`src/rtl/mccp_pkg.sv`:
```
`timescale 1ns / 1ps

package mccp_pkg;

    // Attenuation applied ahead of every output format
    localparam int unsigned ATTEN_SHIFT = 4;

    localparam int unsigned SHIFT_U8  = 24 - ATTEN_SHIFT;
    localparam int unsigned SHIFT_S16 = 16 - ATTEN_SHIFT;
    localparam int unsigned SHIFT_S24 = 8 - ATTEN_SHIFT;
    localparam int unsigned SHIFT_S32 = ATTEN_SHIFT;

    // Offset that turns the signed 8-bit code into unsigned PCM
    localparam logic [7:0] U8_BIAS = 8'h80;

    localparam logic signed [31:0] CLIP_LOW_RST  = -32'sd134217728;
    localparam logic [30:0]        CLIP_HIGH_RST = 31'd134217727;

    typedef enum logic [1:0] {
        FMT_U8  = 2'd0,
        FMT_S16 = 2'd1,
        FMT_S24 = 2'd2,
        FMT_S32 = 2'd3
    } fmt_t;

    localparam fmt_t FMT_RST = FMT_S16;

    typedef enum logic [1:0] {
        CFG_CLIP_LOW   = 2'd0,
        CFG_CLIP_HIGH  = 2'd1,
        CFG_OUT_FORMAT = 2'd2,
        CFG_UNUSED     = 2'd3
    } cfg_idx_t;

    typedef struct packed {
        logic signed [31:0] sample_even;
        logic signed [31:0] sample_odd;
        logic               first_frame;
    } in_beat_t;

    typedef struct packed {
        logic signed [31:0] word_even;
        logic signed [31:0] word_odd;
        logic signed [31:0] min_even;
        logic signed [31:0] max_even;
        logic signed [31:0] min_odd;
        logic signed [31:0] max_odd;
    } out_beat_t;

    // Configuration seen by every lane
    typedef struct packed {
        logic signed [31:0] clip_low;
        logic [30:0]        clip_high;
        fmt_t               out_format;
    } lane_cfg_t;

    // Pipeline control shared by the lanes
    typedef struct packed {
        logic load_s1;
        logic load_s2;
        logic first_frame;
    } lane_ctrl_t;

    // What one lane hands to the merge stage
    typedef struct packed {
        logic signed [31:0] word;
        logic signed [31:0] peak_min;
        logic signed [31:0] peak_max;
    } lane_res_t;

    // Arithmetic shift into the selected format, wrapping to its width
    function automatic logic signed [31:0] convert_sample(
        input logic signed [31:0] n,
        input fmt_t               fmt
    );
        logic signed [31:0] s8;
        logic signed [31:0] s16;
        logic signed [31:0] s24;
        logic signed [31:0] s32;
        logic signed [31:0] r;
        s8  = n >>> SHIFT_U8;
        s16 = n >>> SHIFT_S16;
        s24 = n >>> SHIFT_S24;
        s32 = n >>> SHIFT_S32;
        unique case (fmt)
            FMT_U8:  r = {24'd0, s8[7:0] ^ U8_BIAS};
            FMT_S16: r = {{16{s16[15]}}, s16[15:0]};
            FMT_S24: r = {{8{s24[23]}}, s24[23:0]};
            FMT_S32: r = s32;
        endcase
        return r;
    endfunction

endpackage

```
`src/rtl/mccp_lane.sv`:
```
`timescale 1ns / 1ps

module mccp_lane
    import mccp_pkg::*;
(
    input  logic               clk,
    input  logic               rst_n,
    input  lane_cfg_t          cfg,
    input  lane_ctrl_t         ctrl,
    input  logic signed [31:0] sample,
    output lane_res_t          res
);

    logic signed [31:0] clip_hi_s;
    logic signed [31:0] clamp_next;
    logic signed [31:0] clamp_reg;
    logic signed [31:0] peak_min_reg;
    logic signed [31:0] peak_max_reg;
    logic signed [31:0] base_min;
    logic signed [31:0] base_max;
    logic signed [31:0] peak_min_next;
    logic signed [31:0] peak_max_next;

    assign clip_hi_s = {1'b0, cfg.clip_high};

    // Stage 1: clamp; if inverted, below low gives low, else high
    always_comb
    begin
        priority if (sample < cfg.clip_low)
            clamp_next = cfg.clip_low;
        else if (sample > clip_hi_s)
            clamp_next = clip_hi_s;
        else
            clamp_next = sample;
    end

    always_ff @(posedge clk)
    begin
        if (ctrl.load_s1)
            clamp_reg <= clamp_next;
    end

    // Stage 2: peak meter, a new minimum skips the maximum check
    always_comb
    begin
        base_min      = ctrl.first_frame ? clip_hi_s : peak_min_reg;
        base_max      = ctrl.first_frame ? cfg.clip_low : peak_max_reg;
        peak_min_next = base_min;
        peak_max_next = base_max;
        priority if (clamp_reg < base_min)
            peak_min_next = clamp_reg;
        else if (clamp_reg > base_max)
            peak_max_next = clamp_reg;
        else
            peak_max_next = base_max;   // within range: both meters hold
    end

    always_ff @(posedge clk or negedge rst_n)
    begin
        if (!rst_n)
        begin
            peak_min_reg <= {1'b0, CLIP_HIGH_RST};
            peak_max_reg <= CLIP_LOW_RST;
        end
        else if (ctrl.load_s2)
        begin
            peak_min_reg <= peak_min_next;
            peak_max_reg <= peak_max_next;
        end
    end

    assign res.word     = convert_sample(clamp_reg, cfg.out_format);
    assign res.peak_min = peak_min_next;
    assign res.peak_max = peak_max_next;

endmodule

```
`src/rtl/mccp_merge.sv`:
```
`timescale 1ns / 1ps

module mccp_merge
    import mccp_pkg::*;
(
    input  logic      clk,
    input  logic      rst_n,
    input  logic      load,
    input  lane_res_t res_even,
    input  lane_res_t res_odd,
    output logic      can_load,
    output logic      out_valid,
    input  logic      out_ready,
    output out_beat_t out_data
);

    logic      valid_reg;
    logic      valid_next;
    out_beat_t data_reg;
    out_beat_t data_next;

    // Output register frees up when empty or when its beat leaves
    assign can_load = !valid_reg || out_ready;

    always_comb
    begin
        data_next.word_even = res_even.word;
        data_next.word_odd  = res_odd.word;
        data_next.min_even  = res_even.peak_min;
        data_next.max_even  = res_even.peak_max;
        data_next.min_odd   = res_odd.peak_min;
        data_next.max_odd   = res_odd.peak_max;
        valid_next          = load ? 1'b1 : (out_ready ? 1'b0 : valid_reg);
    end

    always_ff @(posedge clk or negedge rst_n)
    begin
        if (!rst_n)
            valid_reg <= 1'b0;
        else
            valid_reg <= valid_next;
    end

    always_ff @(posedge clk)
    begin
        if (load)
            data_reg <= data_next;
    end

    assign out_valid = valid_reg;
    assign out_data  = data_reg;

endmodule

```
`src/rtl/mix_clip_convert_peak_unit.sv`:
```
`timescale 1ns / 1ps

// Stereo mix-frame clip, peak meter and PCM format converter.
// Input channel (in_valid/in_ready/in_data): one stereo frame per beat, two
// 32-bit mix samples plus a first-frame flag that reloads the peak meters
// from the clip bounds before the frame is metered.
// Output channel (out_valid/out_ready/out_data): one beat per frame with both
// converted words and the running min/max of each slot after that frame.
// Config channel (cfg_valid/cfg_ready/cfg_index/cfg_data): index 0 clip low,
// 1 clip high, 2 output format; index 3 is ignored. Always ready; write only
// while no frame is in flight.
// Path: an input beat is registered in the clamp stage, then the
// peak/convert stage feeds the output register.
// Throughput: 1 frame per cycle while the receiver accepts; both slots run
// in parallel lanes and the per-slot peak feedback closes within stage two.
// Reset: config returns to its defaults, peak meters to the default clip
// bounds, pipeline empties.
// Receiver stall: the output register holds its beat; the stage behind it
// holds as well, and in_ready drops only once both stages are full.
module mix_clip_convert_peak_unit
    import mccp_pkg::*;
(
    input  logic      clk,
    input  logic      rst_n,
    input  logic      in_valid,
    output logic      in_ready,
    input  in_beat_t  in_data,
    output logic      out_valid,
    input  logic      out_ready,
    output out_beat_t out_data,
    input  logic      cfg_valid,
    output logic      cfg_ready,
    input  cfg_idx_t  cfg_index,
    input  logic [31:0] cfg_data
);

    lane_cfg_t  cfg_reg;
    lane_ctrl_t ctrl;
    lane_res_t  res_even;
    lane_res_t  res_odd;
    logic       s1_valid_reg;
    logic       s1_valid_next;
    logic       s1_first_reg;
    logic       can_load;
    logic       load_s2;
    logic       load_s1;

    assign cfg_ready = 1'b1;

    // Config registers
    always_ff @(posedge clk or negedge rst_n)
    begin
        if (!rst_n)
        begin
            cfg_reg.clip_low   <= CLIP_LOW_RST;
            cfg_reg.clip_high  <= CLIP_HIGH_RST;
            cfg_reg.out_format <= FMT_RST;
        end
        else if (cfg_valid)
        begin
            unique case (cfg_index)
                CFG_CLIP_LOW:   cfg_reg.clip_low   <= cfg_data;
                CFG_CLIP_HIGH:  cfg_reg.clip_high  <= cfg_data[30:0];
                CFG_OUT_FORMAT: cfg_reg.out_format <= fmt_t'(cfg_data[1:0]);
                CFG_UNUSED:     ;
            endcase
        end
    end

    // Pipeline flow control
    assign load_s2       = s1_valid_reg && can_load;
    assign in_ready      = !s1_valid_reg || can_load;
    assign load_s1       = in_valid && in_ready;
    assign s1_valid_next = load_s1 ? 1'b1 : (load_s2 ? 1'b0 : s1_valid_reg);

    always_ff @(posedge clk or negedge rst_n)
    begin
        if (!rst_n)
            s1_valid_reg <= 1'b0;
        else
            s1_valid_reg <= s1_valid_next;
    end

    always_ff @(posedge clk)
    begin
        if (load_s1)
            s1_first_reg <= in_data.first_frame;
    end

    assign ctrl.load_s1     = load_s1;
    assign ctrl.load_s2     = load_s2;
    assign ctrl.first_frame = s1_first_reg;

    // Slot lanes
    mccp_lane u_lane_even (
        .clk    (clk),
        .rst_n  (rst_n),
        .cfg    (cfg_reg),
        .ctrl   (ctrl),
        .sample (in_data.sample_even),
        .res    (res_even)
    );

    mccp_lane u_lane_odd (
        .clk    (clk),
        .rst_n  (rst_n),
        .cfg    (cfg_reg),
        .ctrl   (ctrl),
        .sample (in_data.sample_odd),
        .res    (res_odd)
    );

    // Merge lanes into the output beat
    mccp_merge u_merge (
        .clk       (clk),
        .rst_n     (rst_n),
        .load      (load_s2),
        .res_even  (res_even),
        .res_odd   (res_odd),
        .can_load  (can_load),
        .out_valid (out_valid),
        .out_ready (out_ready),
        .out_data  (out_data)
    );

endmodule
```
`config.mk`:
```
export PLATFORM = sky130hd
export DESIGN_NAME = mix_clip_convert_peak_unit
export DESIGN_NICKNAME = d
export VERILOG_FILES = /design/src/rtl/mccp_pkg.sv /design/src/rtl/mccp_lane.sv /design/src/rtl/mccp_merge.sv /design/src/rtl/mix_clip_convert_peak_unit.sv
export SDC_FILE = /design/constraint.sdc
export NUM_CORES = 1
export LEC_CHECK = 0
export ABC_AREA = 0
export BUFFER_PORTS_ARGS = -buffer_cell sky130_fd_sc_hd__buf_2
export CORE_MARGIN = 2
export CORE_UTILIZATION = 41
export DETAILED_ROUTE_END_ITERATION = 7
export SYNTH_ARGS = -nofsm -noshare
export SYNTH_HDL_FRONTEND = slang
export SYNTH_SLANG_ARGS = --single-unit
```
`constraint.sdc`:
```
create_clock -name clk -period 6.9 [get_ports clk]
set_input_delay 0.345 -clock clk [delete_from_list [all_inputs] [get_ports clk]]
set_output_delay 0.345 -clock clk [all_outputs]
set_load 0.005 [all_outputs]
```
After elaboration in Yosys (flattened, before gate mapping)
Index checks and enable logic that the tools add are counted.
{ "totals": {"register_bits": 452, "in_bits": 104, "output_inout_bits": 195} }
{ "classes": {"n_lt_le_gt_ge": 8, "eq_ne": 5, "mux": 20, "bitwise": 2, "reduce_logical": 13} }
{ "op_table": {"columns": ["op", "n"], "rows": [
  ["$mux 32", 14],
  ["$pmux 32 s4", 2],
  ["$gt 32x32->1", 4],
  ["$lt 32x32->1", 4],
  ["$eq 2x2->1 const B", 3],
  ["$reduce_and 2->1", 3],
  ["$eq 2x1->1 const B", 2],
  ["$logic_not 2->1", 2],
  ["$mux 1", 4],
  ["$reduce_bool 2->1", 2],
  ["$logic_and 1x1->1", 2],
  ["$logic_not 1->1", 2],
  ["$logic_or 1x1->1", 2],
  ["$not 1->1", 2]
]} }

Longest topological paths before layout
{ "logic_depth": {"ltp_word": 5, "ltp_mapped": 18} }

Hierarchy
A second synthesis with hierarchy kept.
{ "hier_totals": {"hier_cells": 2558, "hier_area_um2": 28029.4} }
{ "modules_own_cells": {"columns": ["module", "n_inst", "cells_each", "area_each_um2", "seq_area_each_um2"], "rows": [
  ["mccp_lane at u_lane_odd", 1, 1093, 10074.7, 2602.5],
  ["mccp_lane at u_lane_even", 1, 1123, 9564.2, 2602.5],
  ["mccp_merge", 1, 195, 5813.1, 5790.6],
  ["mix_clip_convert_peak_unit", 1, 147, 2577.5, 1722.9]
]} }

Least setup slack after synthesis
No wires, ideal clock.
{ "synth_path": {"kind": "register to register", "from": "register u_merge.valid_reg, in the netlist u_merge.out_valid", "to": "register u_lane_even.peak_min_reg[31]", "setup_time_ns": 0.139, "arrival_ns": 7.174, "required_time_ns": 6.761, "slack_ns": -0.413, "stages_incl_launch_ff": 8, "n_path_buf": 2, "period_less_slack_ns": 7.313, "cell_sequence": "dfrtp_1 nand2b_1 nand2_1 inv_1 clkbuf_1 clkbuf_1 o31ai_1 a32o_1"} }
{ "synth_via": {"elab_chain_cells": 3} }
{ "synth_rtl": {"columns": ["item", "line", "text"], "rows": [
  ["start, declared", "mccp_merge.sv:17", "logic valid_reg;"],
  ["start signal, assigned", "mccp_merge.sv:41", "valid_reg <= valid_next;"],
  ["$logic_not 1->1", "mccp_merge.sv:23", "assign can_load = !valid_reg || out_ready;"],
  ["$logic_or 1x1->1", "mccp_merge.sv:23", null],
  ["$logic_and 1x1->1", "mix_clip_convert_peak_unit.sv:71", "assign load_s2 = s1_valid_reg && can_load;"],
  ["net load_s2", "mix_clip_convert_peak_unit.sv:45", "logic load_s2;"],
  ["end signal, assigned", "mccp_lane.sv:62", "peak_min_reg <= {1'b0, CLIP_HIGH_RST};"],
  ["end signal, assigned", "mccp_lane.sv:67", "peak_min_reg <= peak_min_next;"],
  ["end, declared", "mccp_lane.sv:17", "logic signed [31:0] peak_min_reg;"]
]} }
The timed path passes the listed nets, and every way through them passes these cells.
A chain may end at the register's enable or synchronous reset.

==> impl_metrics.json <==
{
  "synth-seq-cells": 444,
  "hpwl_mm": 69.9,
  "power_frac_comb": 0.391,
  "required_ns": 7.36,
  "setup.worst_path.end_class": "flip-flop",
  "overflow": 0,
  "cts_root_buf": "clkbuf_16",
  "p_per_area_nw_per_um2": 393,
  "dieHeight_um": 262,
  "post-route-period-util": 0.745,
  "crit_path_max_incr_delay_ns": 0.88,
  "fin_cells": 3859,
  "maxSlewHeadroom": 0.201,
  "p_clk_frac": 0.227,
  "num_vias": 22700,
  "synth.top_cell.area_share": 0.273,
  "synthArstFlopShare": 0.439,
  "area_growth_pct": 15.2,
  "min_period_ns": 5.14,
  "yosysUniqueCellTypes": 63,
  "clkLatencyLatePin_ns": 0.60,
  "totalNegativeSetupSlack_ns": 0,
  "numCtsBuffers": 49,
  "p_switching_uw": 4850,
  "timing.fmax_ghz": 0.194,
  "criticalPathCategory": "flip-flop to flip-flop",
  "vias_per_cell": 5.88,
  "arrival_ns": 5.60,
  "worst-path-stages": 13,
  "hold_violations": 0,
  "drive_above_1_share": 0.220,
  "slew_viol_final": 0,
  "drc_errors": 0,
  "first_pass_iters": 7,
  "nNetsFinal": 3307,
  "synth_edf_count": 249,
  "crit_family": "simple AND/OR/NAND/NOR gates",
  "syn_nets": 3078,
  "synth_top_family_by_area": "compound AO/OA/AOI/OAI gates",
  "track_usage": 0.271,
  "wirelength_mm": 95.2,
  "postRouteAntennaNets": 0,
  "cts_tree": "built",
  "yosys.area_share.simple": 0.133,
  "rsz0062_at_grt": "false",
  "hold_depth": 3,
  "preCtsSetupSlack_ns": 1.86,
  "worstPathCellList": "buf_12 -> nand2_1 -> o21ai_0 -> inv_1 -> ha_1 -> nand4_1 -> nor4_1 -> o211ai_1 -> nand3b_1 -> mux2i_4 -> buf_12 -> mux2_2 -> mux2_2",
  "muxShareOfSynthArea": 0.106,
  "dp_cells": 3741,
  "clock_skew_ns": 0.0267,
  "syn_inst": 2724,
  "ys.flop_type": "edfxtp_1",
  "synth-compound-area-share": 0.137,
  "timing.final.ws_setup_ns": 1.76,
  "ff2ff_path_depth": 13,
  "grt_pass1_wl_mm": 142,
  "fillers": 6109,
  "cts.repair.resized": 0,
  "worstMarginPinSlew_ns": 1.20,
  "place_congestion": 0.901,
  "cts.path.max_buffers": 3,
  "cap_violations": 0,
  "swShare": 0.391,
  "avgSynthCellArea_um2": 10.1,
  "grt_pass1_vias": 22300,
  "critPathSlowestCell": "nor4_1",
  "yosys_warnings": 0,
  "leakage_uw": 0.0136,
  "critPathBufInv": 3,
  "yosys.area_share.xor_xnor": 0,
  "rows": 94,
  "antenna_found_initial": 2,
  "grt_max_degree": 182,
  "start_util": 0.415,
  "die_area_um2": 68900,
  "drt-initial-drc-count": 2432,
  "largest_register_ffs": 184,
  "start_kind": "flip-flop",
  "path_clk_slew_ns": 0.06,
  "synthAdderAreaFrac": 0.114,
  "setup_viol": 0,
  "fp.dieW_um": 262,
  "post_drt_wl_per_cell_um": 24.7,
  "peakVddDrop_v": 0.000302,
  "p_seq_frac": 0.382,
  "io_pins": 299,
  "syn_area_um2": 27400,
  "yosysTopAreaCell": "edfxtp_1",
  "min-delay-path-class": "input pin to flip-flop",
  "ys_seq_area_frac": 0.456,
  "status": "finished clean",
  "clock_sinks": 444,
  "port_buffers": 297,
  "core_area_um2": 66000,
  "internal_power_uw": 7550,
  "h-tree-depth": 2,
  "yosys-top-cells-area": "edfxtp_1, ha_1, dfstp_2",
  "crit_path_max_fanout": 159
}
## power groups by stage
stage          clock network [uW]  registers, uW  logic [uW]
2_1_floorplan                   0           4450        3240
3_3_place_gp                    0           4730        4650
3_5_place_dp                    0           4750        4780
4_1_cts                      2860           4710        4800
5_1_grt                      2960           4800        5350
6_report                     2810           4730        4850
## worst min-delay path: stages
cell and delay (ns):
buf_2 0.12, nand2_1 0.05, o21ai_0 0.08
## cell usage in the layout, fill, tap and decap left out, types with 5 or more instances in the layout
master / instances
dfrtp_1: 97
nand4_1: 108
nand2_1: 268
a21oi_1: 203
nor2_1: 24
nand3_1: 18
nor3_1: 73
dlygate4sd3_1: 25
nor4_1: 7
a21o_1: 53
nor2b_1: 80
buf_12: 5
o21a_1: 11
a211oi_1: 9
mux2i_1: 141
clkbuf_16: 49
clkbuf_1: 7
clkinv_2: 7
clkbuf_8: 6
o21ai_0: 338
buf_2: 296
buf_4: 26
mux2_2: 128
a22o_1: 14
nand2b_1: 10
bufinv_16: 8
ha_1: 250
edfxtp_1: 249
clkinvlp_4: 6
inv_1: 195
a211o_1: 5
dfstp_2: 97
or3_1: 64
inv_6: 5
a31oi_1: 5
and3_1: 33
o211ai_1: 9
## worst paths after layout
path | from | to | slack [ns]
max | s1_first_reg$_DFFE_PP_ | u_lane_odd.peak_min_reg[28]$_DFFE_PN0P_ | 1.76
min | cfg_data[30] | cfg_reg[63]$_DFFE_PN1P_ | 0.04
max reg2reg | s1_first_reg$_DFFE_PP_ | u_lane_odd.peak_min_reg[28]$_DFFE_PN0P_ | 1.76
min reg2reg | u_lane_odd.peak_min_reg[0]$_DFFE_PN1P_ | u_lane_odd.peak_min_reg[0]$_DFFE_PN1P_ | 0.49
max in group asynchronous | rst_n | cfg_reg[34]$_DFFE_PN0P_ | 4.87
min in group asynchronous | rst_n | cfg_reg[58]$_DFFE_PN0P_ | 0.49
## timing repair
item / in CTS / in global routing
endpoints found under the hold margin: 76 / 0
hold buffers: 25 / 0
setup buffers: 0 / 0
## cell usage after synthesis, types with 10 or more instances
cell	n
nor3_1	74
inv_1	196
dfstp_2	97
nand2b_1	10
mux2_2	129
o21ai_0	338
nor2b_1	80
or3_1	64
buf_2	22
nand3_1	18
a21oi_1	203
a22o_1	14
and3_1	33
a21o_1	53
nor2_1	24
clkbuf_1	131
mux2i_1	142
nand4_1	108
dfrtp_1	98
ha_1	250
nand2_1	269
edfxtp_1	249
o21a_1	11
## cell families (layout without fill, tap and decap cells)
kind of cell | Yosys count | after routing
fa+ha+maj | 250 | 250
compound gates | 675 | 675
other cells | 1 | 3
buf+inv | 371 | 640
mux | 273 | 273
simple gates | 710 | 710
flops | 444 | 444
## layer usage
layer	GRT usage	vias up	share of wire
li1	-	10400	-
met1	0.384	11200	0.44
met2	0.418	1011	0.44
met3	0.0533	132	0.089
met4	0.0814	0	0.032
met5	0	-	0
## metrics by stage
stage	total power (uW)	util	area [um^2]	hold WS [ns]
global route	13100	0.478	31500	0.0262
floorplan	7690	-	27400	0.0494
CTS	12400	0.478	31500	0.00231
global placement	9380	0.448	29600	0.469
finish	12400	0.478	31500	0.0365
detailed placement	9530	0.448	29600	0.475
## layout make-up
cell class | instances | area (um^2) | area share
Clock inverter | 30 | 394 | 0.0125
Clock buffer | 61 | 1320 | 0.0419
Antenna cell | 2 | 5.00 | 0.000159
Timing Repair Buffer | 353 | 2040 | 0.0647
Inverter | 196 | 743 | 0.0236
Tap cell | 864 | 1080 | 0.0343
Sequential cell | 444 | 12500 | 0.396
Multi-Input combinational cell | 1909 | 13500 | 0.427
Note: power is estimated with default switching activity, not from simulation.
